### src/rtst_pkg.sv
package rtst_pkg;

	// Default table depth and the number of priority levels.
	localparam int TASKS_DEF   = 32;
	localparam int PRIO_LEVELS = 32;

	// Stream widths.
	localparam int IN_DATA_W  = 16;
	localparam int IN_USER_W  = 3;
	localparam int OUT_DATA_W = 24;

	// Field widths.
	localparam int MODE_W  = 2;
	localparam int TASK_W  = 5;
	localparam int PRIO_W  = 5;
	localparam int STATE_W = 4;
	localparam int CNT_W   = 8;
	localparam int STAT_W  = 2;
	localparam int ACT_W   = 2;

	// Extended target width, wide enough to compare against any table depth up to 511.
	localparam int TGT_W = 9;

	// Request codes.
	localparam logic [MODE_W-1:0] MODE_CREATE  = 2'd0;
	localparam logic [MODE_W-1:0] MODE_SUSPEND = 2'd1;
	localparam logic [MODE_W-1:0] MODE_RESUME  = 2'd2;
	localparam logic [MODE_W-1:0] MODE_DELETE  = 2'd3;

	// Task state codes.
	localparam logic [STATE_W-1:0] ST_RDY     = 4'd0;
	localparam logic [STATE_W-1:0] ST_PEND_TO = 4'd3;
	localparam logic [STATE_W-1:0] ST_SUSP    = 4'd4;
	localparam logic [STATE_W-1:0] ST_DEL     = 4'd8;

	// Status codes.
	localparam logic [STAT_W-1:0] STAT_OK       = 2'd0;
	localparam logic [STAT_W-1:0] STAT_INVALID  = 2'd1;
	localparam logic [STAT_W-1:0] STAT_NOT_SUSP = 2'd2;
	localparam logic [STAT_W-1:0] STAT_IDLE_DEL = 2'd3;

	// List action codes.
	localparam logic [ACT_W-1:0] ACT_NONE     = 2'd0;
	localparam logic [ACT_W-1:0] ACT_INS_RDY  = 2'd1;
	localparam logic [ACT_W-1:0] ACT_RMV_RDY  = 2'd2;
	localparam logic [ACT_W-1:0] ACT_RMV_TICK = 2'd3;

	// Suspend counter limits.
	localparam logic [CNT_W-1:0] CNT_ONE = 8'd1;
	localparam logic [CNT_W-1:0] CNT_MAX = 8'd255;

	// Reset value of the idle task register.
	localparam logic [TASK_W-1:0] IDLE_RST = 5'd31;

	// Commands from the controller to the datapath.
	typedef struct packed {
		logic load;   // capture a request and read its task entry
		logic exec;   // update the entry and load the result register
	} dp_cmd_t;

endpackage

### src/rtst_ctrl.sv
module rtst_ctrl (
	input  logic             clk,
	input  logic             arst_n,
	input  logic             s_tvalid,
	output logic             s_tready,
	output logic             m_tvalid,
	input  logic             m_tready,
	output rtst_pkg::dp_cmd_t cmd
);
	import rtst_pkg::*;

	localparam logic S_IDLE = 1'b0;
	localparam logic S_EXEC = 1'b1;

	logic state_q;
	logic out_valid_q;
	logic out_free;

	// The result register is free when empty or being taken this cycle.
	assign out_free  = !out_valid_q || m_tready;
	assign s_tready  = (state_q == S_IDLE);
	assign cmd.load  = s_tvalid && s_tready;
	assign cmd.exec  = (state_q == S_EXEC) && out_free;
	assign m_tvalid  = out_valid_q;

	// Sequencer: capture and read, then update once the result slot is free.
	always_ff @(posedge clk or negedge arst_n) begin
		if (!arst_n) begin
			state_q <= S_IDLE;
		end else begin
			unique case (state_q)
				S_IDLE: begin
					if (cmd.load) begin
						state_q <= S_EXEC;
					end
				end
				S_EXEC: begin
					if (cmd.exec) begin
						state_q <= S_IDLE;
					end
				end
				default: begin
					state_q <= S_IDLE;
				end
			endcase
		end
	end

	// Result valid flag.
	always_ff @(posedge clk or negedge arst_n) begin
		if (!arst_n) begin
			out_valid_q <= 1'b0;
		end else if (cmd.exec) begin
			out_valid_q <= 1'b1;
		end else if (m_tready) begin
			out_valid_q <= 1'b0;
		end
	end

endmodule

### src/rtst_dpath.sv
module rtst_dpath #(
	parameter int TASKS = rtst_pkg::TASKS_DEF
) (
	input  logic                           clk,
	input  logic                           arst_n,
	input  rtst_pkg::dp_cmd_t              cmd,
	input  logic                           cfg_wr_en,
	input  logic [rtst_pkg::TASK_W-1:0]    cfg_wr_data,
	input  logic [rtst_pkg::IN_DATA_W-1:0] s_tdata,
	input  logic [rtst_pkg::IN_USER_W-1:0] s_tuser,
	output logic [rtst_pkg::OUT_DATA_W-1:0] m_tdata
);
	import rtst_pkg::*;

	localparam int IDX_W = (TASKS > 1) ? $clog2(TASKS) : 1;
	localparam logic [TGT_W-1:0] TASKS_LIM = TGT_W'(TASKS);
	localparam logic [TGT_W-1:0] PRIO_LIM  = TGT_W'(PRIO_LEVELS);
	localparam logic [TGT_W-1:0] PRIO_TOP  = TGT_W'(PRIO_LEVELS - 1);

	// Entry storage.
	logic [STATE_W-1:0] state_mem [TASKS];
	logic [CNT_W-1:0]   cnt_mem   [TASKS];
	logic [PRIO_W-1:0]  prio_mem  [TASKS];
	logic [TASKS-1:0]   valid_q;

	logic [TASK_W-1:0]  idle_q;
	logic [MODE_W-1:0]  mode_q;
	logic [TGT_W-1:0]   tgt_q;
	logic [PRIO_W-1:0]  preq_q;
	logic [STATE_W-1:0] st_rd_q;
	logic [CNT_W-1:0]   cnt_rd_q;
	logic [PRIO_W-1:0]  prio_rd_q;
	logic               vld_rd_q;

	// Request fields.
	logic [MODE_W-1:0]  in_mode;
	logic               in_use_cur;
	logic [TASK_W-1:0]  in_task;
	logic [TASK_W-1:0]  in_cur;
	logic [PRIO_W-1:0]  in_prio;
	logic [TASK_W-1:0]  in_tgt;
	logic [TGT_W-1:0]   in_tgt_x;
	logic [IDX_W-1:0]   rd_idx;
	logic [IDX_W-1:0]   wr_idx;

	// Update results.
	logic               oor;
	logic [STATE_W-1:0] st;
	logic [CNT_W-1:0]   cnt;
	logic [STATE_W-1:0] nstate;
	logic [CNT_W-1:0]   ncnt;
	logic [STAT_W-1:0]  status;
	logic [ACT_W-1:0]   action;
	logic               resched;
	logic [PRIO_W-1:0]  prio_clamp;
	logic               prio_we;
	logic [PRIO_W-1:0]  list_prio;
	logic [TASK_W-1:0]  list_task;
	logic               entry_we;

	assign in_task    = s_tdata[4:0];
	assign in_cur     = s_tdata[9:5];
	assign in_prio    = s_tdata[14:10];
	assign in_mode    = s_tuser[1:0];
	assign in_use_cur = s_tuser[2];

	// Only suspend and delete may target the running task.
	assign in_tgt   = (in_use_cur && (in_mode == MODE_SUSPEND || in_mode == MODE_DELETE))
		? in_cur : in_task;
	assign in_tgt_x = TGT_W'(in_tgt);
	assign rd_idx   = in_tgt_x[IDX_W-1:0];
	assign wr_idx   = tgt_q[IDX_W-1:0];

	// Idle task register.
	always_ff @(posedge clk or negedge arst_n) begin
		if (!arst_n) begin
			idle_q <= IDLE_RST;
		end else if (cfg_wr_en) begin
			idle_q <= cfg_wr_data;
		end
	end

	// Capture the request and read its entry.
	always_ff @(posedge clk) begin
		if (cmd.load) begin
			mode_q    <= in_mode;
			tgt_q     <= in_tgt_x;
			preq_q    <= in_prio;
			st_rd_q   <= state_mem[rd_idx];
			cnt_rd_q  <= cnt_mem[rd_idx];
			prio_rd_q <= prio_mem[rd_idx];
			vld_rd_q  <= valid_q[rd_idx];
		end
	end

	// Entry update.
	always_comb begin
		oor        = (tgt_q >= TASKS_LIM);
		st         = vld_rd_q ? st_rd_q : ST_DEL;
		cnt        = vld_rd_q ? cnt_rd_q : '0;
		prio_clamp = ({4'd0, preq_q} >= PRIO_LIM) ? PRIO_TOP[PRIO_W-1:0] : preq_q;
		nstate     = oor ? ST_DEL : st;
		ncnt       = cnt;
		status     = STAT_OK;
		action     = ACT_NONE;
		resched    = 1'b0;
		prio_we    = 1'b0;
		list_prio  = prio_rd_q;
		if (oor) begin
			status = STAT_INVALID;
		end else begin
			unique case (mode_q)
				MODE_CREATE: begin
					nstate    = ST_RDY;
					ncnt      = '0;
					action    = ACT_INS_RDY;
					prio_we   = 1'b1;
					list_prio = prio_clamp;
				end
				MODE_SUSPEND: begin
					if (st <= ST_PEND_TO) begin
						nstate  = st + ST_SUSP;
						ncnt    = CNT_ONE;
						action  = (st == ST_RDY) ? ACT_RMV_RDY : ACT_NONE;
						resched = 1'b1;
					end else if (st < ST_DEL) begin
						if (cnt < CNT_MAX) begin
							ncnt = cnt + CNT_ONE;
						end
						resched = 1'b1;
					end else begin
						status = STAT_INVALID;
					end
				end
				MODE_RESUME: begin
					if (st <= ST_PEND_TO) begin
						status  = STAT_NOT_SUSP;
						resched = 1'b1;
					end else if (st < ST_DEL) begin
						if (cnt <= CNT_ONE) begin
							ncnt   = '0;
							nstate = st - ST_SUSP;
							action = (st == ST_SUSP) ? ACT_INS_RDY : ACT_NONE;
						end else begin
							ncnt = cnt - CNT_ONE;
						end
						resched = 1'b1;
					end else begin
						status = STAT_INVALID;
					end
				end
				MODE_DELETE: begin
					if (tgt_q == TGT_W'(idle_q)) begin
						status = STAT_IDLE_DEL;
					end else if (st < ST_DEL) begin
						if (st == ST_RDY) begin
							action = ACT_RMV_RDY;
						end else if (st != ST_SUSP) begin
							action = ACT_RMV_TICK;
						end
						nstate  = ST_DEL;
						ncnt    = '0;
						resched = 1'b1;
					end else begin
						status = STAT_INVALID;
					end
				end
				default: begin
					status = STAT_INVALID;
				end
			endcase
		end
		list_task = (action != ACT_NONE) ? tgt_q[TASK_W-1:0] : '0;
		if (action == ACT_NONE) begin
			list_prio = '0;
		end
	end

	// A refused request within the table writes back the unchanged entry, which is harmless.
	assign entry_we = cmd.exec && !oor;

	// Entry write-back.
	always_ff @(posedge clk) begin
		if (entry_we) begin
			state_mem[wr_idx] <= nstate;
			cnt_mem[wr_idx]   <= ncnt;
		end
		if (entry_we && prio_we) begin
			prio_mem[wr_idx] <= prio_clamp;
		end
	end

	// Entry valid bits; an entry not yet written reads as deleted.
	always_ff @(posedge clk or negedge arst_n) begin
		if (!arst_n) begin
			valid_q <= '0;
		end else if (entry_we) begin
			valid_q[wr_idx] <= 1'b1;
		end
	end

	// Result register.
	always_ff @(posedge clk) begin
		if (cmd.exec) begin
			m_tdata <= {5'd0, resched, nstate, list_prio, list_task, action, status};
		end
	end

endmodule

### src/rtos_task_state_table_unit.sv
// Task state table for an RTOS scheduler helper. Each request (create, suspend,
// resume or delete) names a task entry, or the running task for suspend and
// delete, and returns one result item with a status, the ready-list or
// tick-list action for the scheduler, the task's new state and a reschedule
// flag. Each item is captured and its task entry read from the state, counter
// and priority memories, then the entry is updated and the result register
// loaded; the update waits while an earlier result is still held. The table
// comes out of reset with every task deleted, by way of per-entry valid bits,
// so no clearing pass is needed. The user must write the idle task index
// through the configuration port while the block is idle; nothing enforces it.
module rtos_task_state_table_unit #(
	parameter int TASKS = rtst_pkg::TASKS_DEF
) (
	input  logic                            clk,
	input  logic                            arst_n,
	input  logic                            cfg_wr_en,
	input  logic [rtst_pkg::TASK_W-1:0]     cfg_wr_data,
	input  logic                            s_tvalid,
	output logic                            s_tready,
	// task_req[4:0], current_task[9:5], priority_req[14:10], zero fill
	input  logic [rtst_pkg::IN_DATA_W-1:0]  s_tdata,
	// mode[1:0], use_current[2]
	input  logic [rtst_pkg::IN_USER_W-1:0]  s_tuser,
	output logic                            m_tvalid,
	input  logic                            m_tready,
	// status[1:0], list_action[3:2], list_task[8:4], list_priority[13:9],
	// new_state[17:14], reschedule[18], zero fill
	output logic [rtst_pkg::OUT_DATA_W-1:0] m_tdata
);
	import rtst_pkg::*;

	dp_cmd_t cmd;

	// Sequencer.
	rtst_ctrl u_ctrl (
		.clk      (clk),
		.arst_n   (arst_n),
		.s_tvalid (s_tvalid),
		.s_tready (s_tready),
		.m_tvalid (m_tvalid),
		.m_tready (m_tready),
		.cmd      (cmd)
	);

	// Task table and update logic.
	rtst_dpath #(
		.TASKS (TASKS)
	) u_dpath (
		.clk         (clk),
		.arst_n      (arst_n),
		.cmd         (cmd),
		.cfg_wr_en   (cfg_wr_en),
		.cfg_wr_data (cfg_wr_data),
		.s_tdata     (s_tdata),
		.s_tuser     (s_tuser),
		.m_tdata     (m_tdata)
	);

endmodule

### config.mk
export PLATFORM = sky130hd
export DESIGN_NAME = rtos_task_state_table_unit
export DESIGN_NICKNAME = d
export VERILOG_FILES = /design/src/rtst_pkg.sv /design/src/rtst_ctrl.sv /design/src/rtst_dpath.sv /design/src/rtos_task_state_table_unit.sv
export SDC_FILE = /design/constraint.sdc
export NUM_CORES = 1
export LEC_CHECK = 0
export BUFFER_PORTS_ARGS = -buffer_cell sky130_fd_sc_hd__clkbuf_2
export CAP_MARGIN = 20
export CORE_UTILIZATION = 54
export DETAILED_ROUTE_END_ITERATION = 8
export PLACE_DENSITY = 0.66
export SLEW_MARGIN = 10
export SYNTH_ARGS = -nofsm -noshare
export SYNTH_HDL_FRONTEND = slang
export SYNTH_SLANG_ARGS = --single-unit
### constraint.sdc
create_clock -name clk -period 4.4 [get_ports clk]
set_input_delay 0.44 -clock clk [delete_from_list [all_inputs] [get_ports clk]]
set_output_delay 0.44 -clock clk [all_outputs]
set_load 0.1 [all_outputs]
Word-level counts from Yosys, hierarchy flattened
Memories as Yosys holds them, arrays and structs flattened. A register that Yosys moved wholly into a read port is not among the register bits.
Index checks and enable logic that the tools add are counted.
{"block": "totals", "inputBits": 29, "register_bits": 71, "mem_count": 3, "ram_bits": 544, "output_inout_bits": 26}
{"block": "classes", "n_mux": 60, "bitwise_logic": 2, "eq_ne": 8, "order_cmp": 8, "add_sub_neg": 4, "n_reduce_logical": 16}
{"name": "u_dpath.cnt_mem", "words": 32, "word_bits": 8, "read_ports": 1, "rd_clocked_by_memory_dff": 1, "write_ports": 1, "line": "rtst_dpath.sv:22", "rtl": "logic [CNT_W-1:0] cnt_mem [TASKS];"}
{"name": "u_dpath.prio_mem", "words": 32, "word_bits": 5, "read_ports": 1, "rd_clocked_by_memory_dff": 1, "write_ports": 1, "line": "rtst_dpath.sv:23", "rtl": "logic [PRIO_W-1:0] prio_mem [TASKS];"}
{"name": "u_dpath.state_mem", "words": 32, "word_bits": 4, "read_ports": 1, "rd_clocked_by_memory_dff": 1, "write_ports": 1, "line": "rtst_dpath.sv:21", "rtl": "logic [STATE_W-1:0] state_mem [TASKS];"}
{"op": "8-bit 2-to-1 mux", "n": 10}
{"op": "4-bit 2-to-1 mux", "n": 9}
{"op": "32-bit OR", "n": 1}
{"op": "8-bit case mux with 4 select lines", "n": 1}
{"op": "2-bit 2-to-1 mux", "n": 13}
{"op": "1-bit 2-to-1 mux", "n": 17}
{"op": "4-bit case mux with 4 select lines", "n": 1}
{"op": "5-bit 2-to-1 mux", "n": 3}
{"op": "5-bit by 6-bit < comparator with 1-bit output, second input constant", "n": 2}
{"op": "8-bit by 1-bit adder with 8-bit output, second input constant", "n": 1}
{"op": "8-bit by 1-bit less-or-equal comparator with 1-bit output, second input constant", "n": 1}
{"op": "8-bit < comparator, second input constant", "n": 1}
{"op": "2-bit case mux with 4 select lines", "n": 1}
{"op": "8-bit by 1-bit subtractor with 8-bit output, second input constant", "n": 1}
{"op": "2-bit == test, second input constant", "n": 3}
{"op": "5-bit by 6-bit >= comparator with 1-bit output, second input constant", "n": 1}
{"op": "1-bit logical AND", "n": 6}
{"op": "2-bit case mux with 3 select lines", "n": 1}
{"op": "1-bit binary-select mux with 5-bit select", "n": 1}
{"op": "1-bit demux with 5-bit select", "n": 1}
{"op": "5-bit == test", "n": 1}
{"op": "5-bit by 1-bit >= comparator with 1-bit output, second input constant", "n": 1}
{"op": "4-bit by 3-bit adder with 4-bit output, second input constant", "n": 1}
{"op": "2-bit by 1-bit == test with 1-bit output, second input constant", "n": 2}
{"op": "other kinds (13)", "n": 18}

Longest topological paths before layout
Gate-level depths: netlist (run 1).
{"block": "depth", "depth_word": 9, "depth_mapped": 10, "ltp_nobuf": 8}

By module
From an unflattened synthesis (run 1), not the netlist that was laid out.
{"block": "unflattened", "cells_unflattened": 2577, "area_unflattened_um2": 31886.8}
{"module": "rtst_dpath", "instances": 1, "area_per_inst_um2": 31793.0, "cells_each": 2569}
{"module": "rtst_ctrl", "instances": 1, "area_per_inst_um2": 93.8, "cells_each": 8}

Worst setup path after synthesis (run 1)
Ideal clock, no wire load.
{"block": "synth_path", "path_kind": "reg2reg", "start": "register u_dpath.idle_q[3]", "end": "memory u_dpath.cnt_mem[0][2] (data pin)", "slack_ns": 0.422, "stages_incl_launch_ff": 6, "synth_period_minus_slack_ns": 3.978, "arrival_ns": 3.362, "path_buffers": 0, "setup_ns": 0.615, "path_cell_list": "dfstp_2 -> xnor2_1 -> nand3_1 -> o21ai_0 -> nand2_1 -> o311ai_0"}
{"block": "synth_via", "elab_chain_cells": 4}
{"element": "start, declared", "line": "rtst_dpath.sv:26", "rtl": "logic [TASK_W-1:0] idle_q;"}
{"element": "start signal, assigned", "line": "rtst_dpath.sv:79", "rtl": "idle_q <= cfg_wr_data;"}
{"element": "5-bit == test", "line": "rtst_dpath.sv:153", "rtl": "if (tgt_q == TGT_W'(idle_q)) begin"}
{"element": "8-bit 2-to-1 mux", "line": "rtst_dpath.sv:153"}
{"element": "8-bit case mux with 4 select lines", "line": "rtst_dpath.sv:112", "rtl": "unique case (mode_q)"}
{"element": "8-bit 2-to-1 mux", "line": "rtst_dpath.sv:109", "rtl": "if (oor) begin"}
{"element": "net u_dpath.ncnt[2]", "line": "rtst_dpath.sv:51", "rtl": "logic [CNT_W-1:0] ncnt;"}
{"element": "end, declared", "line": "rtst_dpath.sv:22"}
The timed path passes the listed nets, and every way through them passes these cells.

Worst setup path after layout (run 1)
{"block": "layout_path", "start": "register u_dpath.vld_rd_q", "end": "memory u_dpath.cnt_mem[2][3] (data pin)"}
{"block": "layout_via", "elab_chain_cells": 7, "word_cells_on_any_way": 18, "classes_between": "add/sub (2); order compare (4); mux (12)"}
{"element": "start, declared", "line": "rtst_dpath.sv:33", "rtl": "logic vld_rd_q;"}
{"element": "start signal, assigned", "line": "rtst_dpath.sv:92", "rtl": "vld_rd_q <= valid_q[rd_idx];"}
{"element": "8-bit 2-to-1 mux", "line": "rtst_dpath.sv:100", "rtl": "cnt = vld_rd_q ? cnt_rd_q : '0;"}
{"element": "8-bit by 1-bit subtractor with 8-bit output, or another cell as far along", "line": "rtst_dpath.sv:145", "rtl": "ncnt = cnt - CNT_ONE;"}
{"element": "8-bit 2-to-1 mux, on equally long branches", "line": "rtst_dpath.sv:140, rtst_dpath.sv:127"}
{"element": "8-bit 2-to-1 mux, on equally long branches", "line": "rtst_dpath.sv:139, rtst_dpath.sv:126"}
{"element": "8-bit 2-to-1 mux, on equally long branches", "line": "rtst_dpath.sv:136, rtst_dpath.sv:121"}
{"element": "8-bit case mux with 4 select lines", "line": "rtst_dpath.sv:112"}
{"element": "8-bit 2-to-1 mux (*)", "line": "rtst_dpath.sv:109"}
{"element": "net u_dpath.ncnt[3]", "line": "rtst_dpath.sv:51"}
The timed path passes the listed nets; every way through them passes the cells marked *.

==> implementation parameters, run 1 <==
Parameter                              Value

Clocking
  Clock transition at the register clock pins on the worst setup and hold paths after CTS    50 ps
  CTS Buffer Depth    3
  TritonCTS clock tree    built
  Number of clock sinks    632
  CTS Hold Buffers Added    4
  TritonCTS buffer count    70
  Post CTS Setup Buffer Count    0
  CTS root buf    sky130_fd_sc_hd__clkbuf_16
  Number of gates resized after cts    0
  Later-pin clock latency in the skew report    620 ps
  Deepest level of the CTS H-tree    3

Die
  Placeable core area    0.0581 mm^2
  IO Pins    55
  Die Outline Area    0.0602 mm^2
  Initial core utilization    55.0%
  Die Span Y    245 um
  Die boundary width    245 um
  Row count    88

Timing
  TNS Setup    0 ps
  Worst slew margin relative to its limit    32.3%
  Peak Freq    318 MHz
  Final WS setup    1250 ps
  RSZ-0062 raised after global routing    false
  Largest clock skew in the final design    33.6 ps
  Shortest clock period the worst path allows after layout    3150 ps
  Number of pins exceeding their max-slew limit in the final report    0
  Hold violation total from the final report    0
  Least-Margin Pin Slew    1020 ps
  Crit share post-route    71.5%
  Setup-failing EPs final    0

Critical path
  Startpoint kind of the worst setup timing path    register
  Worst reg2reg endpoint    u_dpath.cnt_mem[2][3]$_DFFE_PP_
  Critical path origin    u_dpath.vld_rd_q$_DFFE_PP_
  R2R Path Start    u_dpath.vld_rd_q$_DFFE_PP_
  Worst path arrival time    3420 ps
  Worst-case register-to-register setup slack    1250 ps
  Highest fanout seen on the critical path    32
  WS Path Type    register to register
  Worst reg2reg path depth    6
  Cells traversed along the worst timing path    buf_4 -> nor2b_1 -> o31ai_1 -> or3_1 -> a21o_1 -> a31oi_4
  Family with the most delay on the worst path    compound AO/OA/AOI/OAI gates
  Worst setup EP type    register
  Data required time at the worst endpoint    4680 ps
  Critical Path Slowest Stage Cell    sky130_fd_sc_hd__a31oi_4
  WP buf/inv    1
  CP peak stage delay    710 ps

Power and ir drop
  Share of total power in the clock network    38.4%
  Internal power consumption    10.8 mW
  PD cells    411 mW/mm^2
  Largest voltage drop on the vdd net    0.353 mV
  Overall power    14.6 mW
  Part of the power in combinational logic    13.4%
  Sequential share of power    48.2%
  Lkg Pwr    13.4 nW
  P_sw    3.84 mW
  Fraction of power spent switching nets    26.3%

GRT
  GR Util All Layers    28.4%
  Aggregate global routing overflow    0
  Pin count of the biggest net entering global routing    101
  Number of antenna violations at the first check in global routing    2
  First-pass GRT wire length    127000 um
  Vias in the first global route    20800

Yosys
  Syn Inst Count    2402
  Post-Synthesis Cell Area    0.0320 mm^2
  Most instantiated library cell after synthesis    sky130_fd_sc_hd__mux2i_1
  Top post-synthesis cells by count    sky130_fd_sc_hd__mux2i_1 (725), sky130_fd_sc_hd__edfxtp_1 (593), sky130_fd_sc_hd__nor2_1 (340)
  Area leader, netlist    sky130_fd_sc_hd__edfxtp_1
  Leading register cell type out of synthesis    sky130_fd_sc_hd__edfxtp_1
  Yosys cell types    66
  Syn avg cell area    13.3 um^2
  Yosys warning count    0
  Post-synthesis sequential area ratio    58.7%
  Number of synthesized register bits    632
  Share of synthesized flip-flops with an asynchronous set or reset    6.17%
  Post-synth EDFFs    593
  Top cells by area in the synthesized netlist    sky130_fd_sc_hd__edfxtp_1 (56%), sky130_fd_sc_hd__mux2i_1 (23%), sky130_fd_sc_hd__nor2_1 (4.0%)
  Area share of the largest cell type after synthesis    55.6%

Placed design
  Total half-perimeter wirelength after legalization and detailed placement    51600 um
  Final weighted congestion in routability-driven placement    0.826
  Setup Slack @ Placement    985 ps
  Number of buffers added on ports    48

Drt
  Total iterations of the first detailed-routing run    5
  Via count    20900
  Via density per instance    6.39
  Number of nets with antenna violations after detailed routing    0
  Routed length per instance    26.4 um
  DRC violation count after routing    0
  Initial drt markers    1699
  Aggregate routed wire length    86400 um

Min path
  Hold worst-path end    u_dpath.preq_q[2]$_DFFE_PP_
  Hold WC Path Type    primary input to register
  Beginning of the worst hold path    s_tdata[12]
  Worst hold path stage count    1

Status
  Result of the run    complete, no violations

Cells and area
  Final-stage net count    2489
  Signed area change from the synthesized netlist to the final layout    11.4%
  Filler cells    4421
  Proportion of layout cells with a drive suffix above 1    12.8%

Flow run
  Maximum capacitance violations    0
## kinds of logic after synthesis
| kind of cell | count (synthesis) | share of synthesized area (%) |
|---|---|---|
| flops | 632 | 58.7 |
| buf+inv | 186 | 2.96 |
| compound gates | 293 | 6.94 |
| xor+xnor | 6 | 0.164 |
| simple gates | 546 | 8.04 |
| other cells | 1 | 0.0117 |
| fa+ha+maj | 8 | 0.313 |
| mux | 730 | 22.9 |
## power by group through the flow
stage          clock [mW]  sequential (mW)  combinational, mW
2_1_floorplan           0             7.31               1.18
5_1_grt              5.91             7.08               2.08
3_5_place_dp            0             7.18               1.93
3_3_place_gp            0             7.17               1.89
6_report             5.62             7.06               1.96
4_1_cts              5.69             7.06               1.94
## final cells by class
type	instances	area [um^2]	area share (%)
flip-flops and latches	632	18800	52.7
multi-input cells	1588	12400	34.9
clock buffers	96	1940	5.45
repair buffers	152	1230	3.46
well taps	765	957	2.69
clock inverters	28	246	0.692
inverters	8	30.0	0.0843
diodes	1	2.50	0.00702
## worst register-to-register path, cell delays in order, from the launching register on
cell                       delay [ps]
sky130_fd_sc_hd__edfxtp_1         490
sky130_fd_sc_hd__buf_4            290
sky130_fd_sc_hd__nor2b_1          490
sky130_fd_sc_hd__o31ai_1          250
sky130_fd_sc_hd__or3_1            360
sky130_fd_sc_hd__a21o_1           220
sky130_fd_sc_hd__a31oi_4          710
## metrics by stage
step	cell area, um^2	hold slack (ps)	cells	utilization, %
final	35600	36.4	3270	61.3
after global placement	33400	473	3139	57.4
after detailed placement	33400	481	3139	57.4
after CTS	35600	6.73	3267	61.2
after floorplan	32000	144	2406	-
after global routing	35600	10.5	3269	61.3
## sequential cells by signal, summed over array words and instances, names as in the netlist, 8 cells and up
signal             cells
u_dpath.prio_mem     160
u_dpath.state_mem    128
u_dpath.m_tdata       19
u_dpath.valid_q       32
u_dpath.cnt_rd_q       8
u_dpath.cnt_mem      256
## metal layers
layer	vias to the layer above	part of all wire (%)	global-route usage, %
li1	9350	-	-
met5	-	0.014	0
met4	2	3.8	11.1
met2	745	47	46.5
met1	10600	42	38.0
met3	166	6.5	4.71
## worst max path at each step
stage,slack [ps],depth (start not counted),endpoint
detailed placement,980,7,u_dpath.cnt_rd_q[2]$_DFFE_PP_
global route,1040,8,u_dpath.cnt_mem[0][3]$_DFFE_PP_
finish,1250,6,u_dpath.cnt_mem[2][3]$_DFFE_PP_
CTS,1300,6,u_dpath.cnt_mem[0][3]$_DFFE_PP_
floorplan,420,5,u_dpath.cnt_mem[0][2]$_DFFE_PP_
global placement,1040,7,u_dpath.cnt_rd_q[2]$_DFFE_PP_
## layout by cell type, fill, tap and decap left out, types with 6 or more instances in the layout
master                      Yosys  routed
sky130_fd_sc_hd__a31oi_4        1       9
sky130_fd_sc_hd__and2_1        34      34
sky130_fd_sc_hd__xnor2_1        6       6
sky130_fd_sc_hd__clkbuf_16      0      74
sky130_fd_sc_hd__or2_2         34      34
sky130_fd_sc_hd__and4_1        20      20
sky130_fd_sc_hd__ha_1           8       8
sky130_fd_sc_hd__clkbuf_2       1      44
sky130_fd_sc_hd__o21ai_0       80      80
sky130_fd_sc_hd__nor3_1         7       7
sky130_fd_sc_hd__clkinv_2       0       9
sky130_fd_sc_hd__edfxtp_1     593     593
sky130_fd_sc_hd__nand2_1       45      44
sky130_fd_sc_hd__o21ai_1        6       6
sky130_fd_sc_hd__nand4_1        7       7
sky130_fd_sc_hd__o32ai_1      144     144
sky130_fd_sc_hd__a21oi_1        8       6
sky130_fd_sc_hd__nor2b_1        7       6
sky130_fd_sc_hd__clkinv_1       0      11
sky130_fd_sc_hd__dfrtp_1       34      34
sky130_fd_sc_hd__mux2i_1      725     725
sky130_fd_sc_hd__buf_12         0      12
sky130_fd_sc_hd__nor2_1       340     340
sky130_fd_sc_hd__clkbuf_1      39      20
sky130_fd_sc_hd__buf_4         14      87
sky130_fd_sc_hd__nand3b_1       6       6
sky130_fd_sc_hd__clkbuf_8       0       7
sky130_fd_sc_hd__nand3_1       14      14
sky130_fd_sc_hd__inv_1          8       8
Power figures use the tool's default switching activity.
==> run 2: changes to the inputs <==
PLACE_DENSITY = 0.69   (was 0.66)
clock period = 2.67 ns   (was 4.4 ns; I/O delays follow)
==> run 2 against run 1 <==
Effect of this change: clock skew is 4.4 ps lower; critical path type unchanged; utilization up 3.2 points; die area unchanged; largest power group unchanged; first-iteration DRC count up 8.9%; fmax grew 22%; non-clock buffer count up 154; routed wire length up 2.1%; clock power increased by 73%; sequential share of layout area down 2.6 points.
==> implementation parameters, run 2 (synthesis gave the netlist of run 1 again) <==
Parameter                              Value

Drt
  Via density per instance    6.36 (-0.59%)
  Sum of routed wire segments on met1    36600 um (+0.17%)
  Initial drt markers    1850 (+8.9%)
  Number of nets with antenna violations after detailed routing    0 (unchanged)
  Via count    21800 (+4.2%)
  Highest routed metal layer    met5
  Detailed-routed wire length on met2    41700 um (+1.8%)
  Total iterations of the first detailed-routing run    6 (+1)
  Aggregate routed wire length    88200 um (+2.1%)
  Detailed route wirelength on metal3    7330 um (+30%)
  Routed length per instance    25.7 um (-2.6%)
  DRC violation count after routing    0 (unchanged)

Placed design
  Total half-perimeter wirelength after legalization and detailed placement    56200 um (+8.9%)
  Total cell area at the placement stage    0.0348 mm^2 (+4.1%)
  Final weighted congestion in routability-driven placement    0.886 (+7.3%)
  Number of buffers added on ports    48 (unchanged)

Timing
  Setup-failing EPs final    0 (unchanged)
  Final worst hold slack    67.1 ps (+30.7 ps)
  Shortest clock period the worst path allows after layout    2580 ps (-569 ps)
  Peak Freq    388 MHz (+22%)
  Worst slew margin relative to its limit    36.4% (+4.1 points)
  Hold violation total from the final report    0 (unchanged)
  Least-Margin Pin Slew    953 ps (-61.8 ps)
  RSZ-0062 raised after global routing    true
  Number of pins exceeding their max-slew limit in the final report    0 (unchanged)
  Largest clock skew in the final design    29.2 ps (-4.35 ps)
  Crit share post-route    96.5% (+25 points)

Cells and area
  Proportion of layout cells with a drive suffix above 1    18.1% (+5.3 points)
  Post-route cell area    0.0375 mm^2 (+5.2%)
  Signed area change from the synthesized netlist to the final layout    17.2%
  Most frequent cells in the layout    sky130_fd_sc_hd__mux2i_1 (725), sky130_fd_sc_hd__edfxtp_1 (593), sky130_fd_sc_hd__nor2_1 (334)
  Largest Register    u_dpath.cnt_mem
  Final-stage net count    2644 (+6.2%)
  Number of flip-flops under the largest register name    256 (unchanged)
  Largest registers    u_dpath.cnt_mem: 256 flops, u_dpath.prio_mem: 160 flops, u_dpath.state_mem: 128 flops
  Commonest non-fill, non-tap cell in the layout    sky130_fd_sc_hd__mux2i_1

Power and ir drop
  Lkg Pwr    14.4 nW (+7.2%)
  Largest voltage drop on the vdd net    0.554 mV (+57%)
  Overall power    25.1 mW (+71%)
  PD cells    669 mW/mm^2 (+63%)

Critical path
  Worst setup EP type    register
  Data required time at the worst endpoint    3000 ps (-1680 ps)
  R2R Path Start    u_dpath.cnt_rd_q[4]$_DFFE_PP_
  Worst path arrival time    2910 ps (-510 ps)
  Worst-case register-to-register setup slack    90 ps (-1160 ps)
  Worst reg2reg path depth    7 (+1)
  Startpoint kind of the worst setup timing path    register
  Critical path origin    u_dpath.cnt_rd_q[4]$_DFFE_PP_
  Highest fanout seen on the critical path    32 (unchanged)
  WS Path Type    register to register

Die
  Die Outline Area    0.0602 mm^2 (unchanged)
  Initial core utilization    55.0% (unchanged)
  Die Span Y    245 um (unchanged)
  Die boundary width    245 um (unchanged)
  Row count    88 (unchanged)
  Placeable core area    0.0581 mm^2 (unchanged)
  IO Pins    55 (unchanged)

Status
  Result of the run    complete, no violations

Clocking
  TritonCTS buffer count    69 (-1.4%)
  Clock transition at the register clock pins on the worst setup and hold paths after CTS    60 ps (about the same)
  TritonCTS clock tree    built
  Later-pin clock latency in the skew report    610 ps (about the same)
  Number of clock sinks    632 (unchanged)
  Deepest level of the CTS H-tree    3 (unchanged)
  CTS root buf    sky130_fd_sc_hd__clkbuf_16
  CTS Buffer Depth    3 (unchanged)

GRT
  Aggregate global routing overflow    0 (unchanged)
  First-pass GRT wire length    132000 um (+3.9%)
  GR Util All Layers    29.4% (+0.96 points)
  Pin count of the biggest net entering global routing    56 (-45%)
  Number of antenna violations at the first check in global routing    4 (+2)
  Vias in the first global route    21600 (+3.9%)

Min path
  Beginning of the worst hold path    s_tdata[5]
  Hold WC Path Type    primary input to register
  Worst hold path stage count    3 (+2)

Flow run
  Maximum capacitance violations    0 (unchanged)
-- run 2: power by group --
part / switching, mW / internal [mW]
Sequential: 0.226 / 11.4
Clock: 3.84 / 5.87
Combinational: 2.34 / 1.42
-- run 2: layout make-up --
cell class	instances	area, um^2
inverters	8	30.0
flip-flops and latches	632	18800
diodes	3	7.51
clock buffers	81	1830
fillers	4224	20600
clock inverters	42	459
well taps	765	957
repair buffers	306	2860
multi-input cells	1590	12600
-- run 2: final timing paths --
check | endpoint
setup / recovery | u_dpath.cnt_mem[18][2]$_DFFE_PP_
hold / removal | u_dpath.tgt_q[0]$_DFFE_PP_
setup reg to reg | u_dpath.cnt_mem[18][2]$_DFFE_PP_
hold reg to reg | u_dpath.valid_q[15]$_DFFE_PN0P_
max in group asynchronous | u_dpath.valid_q[0]$_DFFE_PN0P_
min in group asynchronous | u_ctrl.state_q$_DFF_PN0_
-- run 2: metrics by stage --
stage | TNS [ps] | setup WS [ps] | util [%] | instances
2_1_floorplan | -2630 | -51.5 | - | 2406
3_3_place_gp | -5110 | -123 | 59.8 | 3271
3_5_place_dp | -7450 | -167 | 59.8 | 3271
4_1_cts | 0 | 12.4 | 64.3 | 3419
5_1_grt | -1050 | -44.0 | 64.5 | 3424
6_report | 0 | 92.6 | 64.5 | 3427
-- run 2: per-layer routing --
metal,up-vias,track usage (%)
met3,178,5.17
met5,-,0
li1,9671,-
met1,11000,39.8
met4,6,10.1
met2,912,47.8
-- run 2: repair_timing --
| action | CTS | global route |
|---|---|---|
| hold endpoints to repair | 30 | 0 |
| setup buffers | 2 | 4 |
| setup endpoints to repair | 64 | 160 |
| gates resized for setup | 9 | 6 |
| cloned | 2 | 0 |
| hold buffers | 21 | 0 |
| pin swaps | 3 | 6 |
-- run 2: worst max-delay path: stages, from the launching register on --
cell,delay [ps]
sky130_fd_sc_hd__edfxtp_1,460
sky130_fd_sc_hd__or3_4,400
sky130_fd_sc_hd__buf_4,170
sky130_fd_sc_hd__o31a_1,350
sky130_fd_sc_hd__and4_2,230
sky130_fd_sc_hd__o211ai_1,270
sky130_fd_sc_hd__o311ai_4,190
sky130_fd_sc_hd__buf_12,200
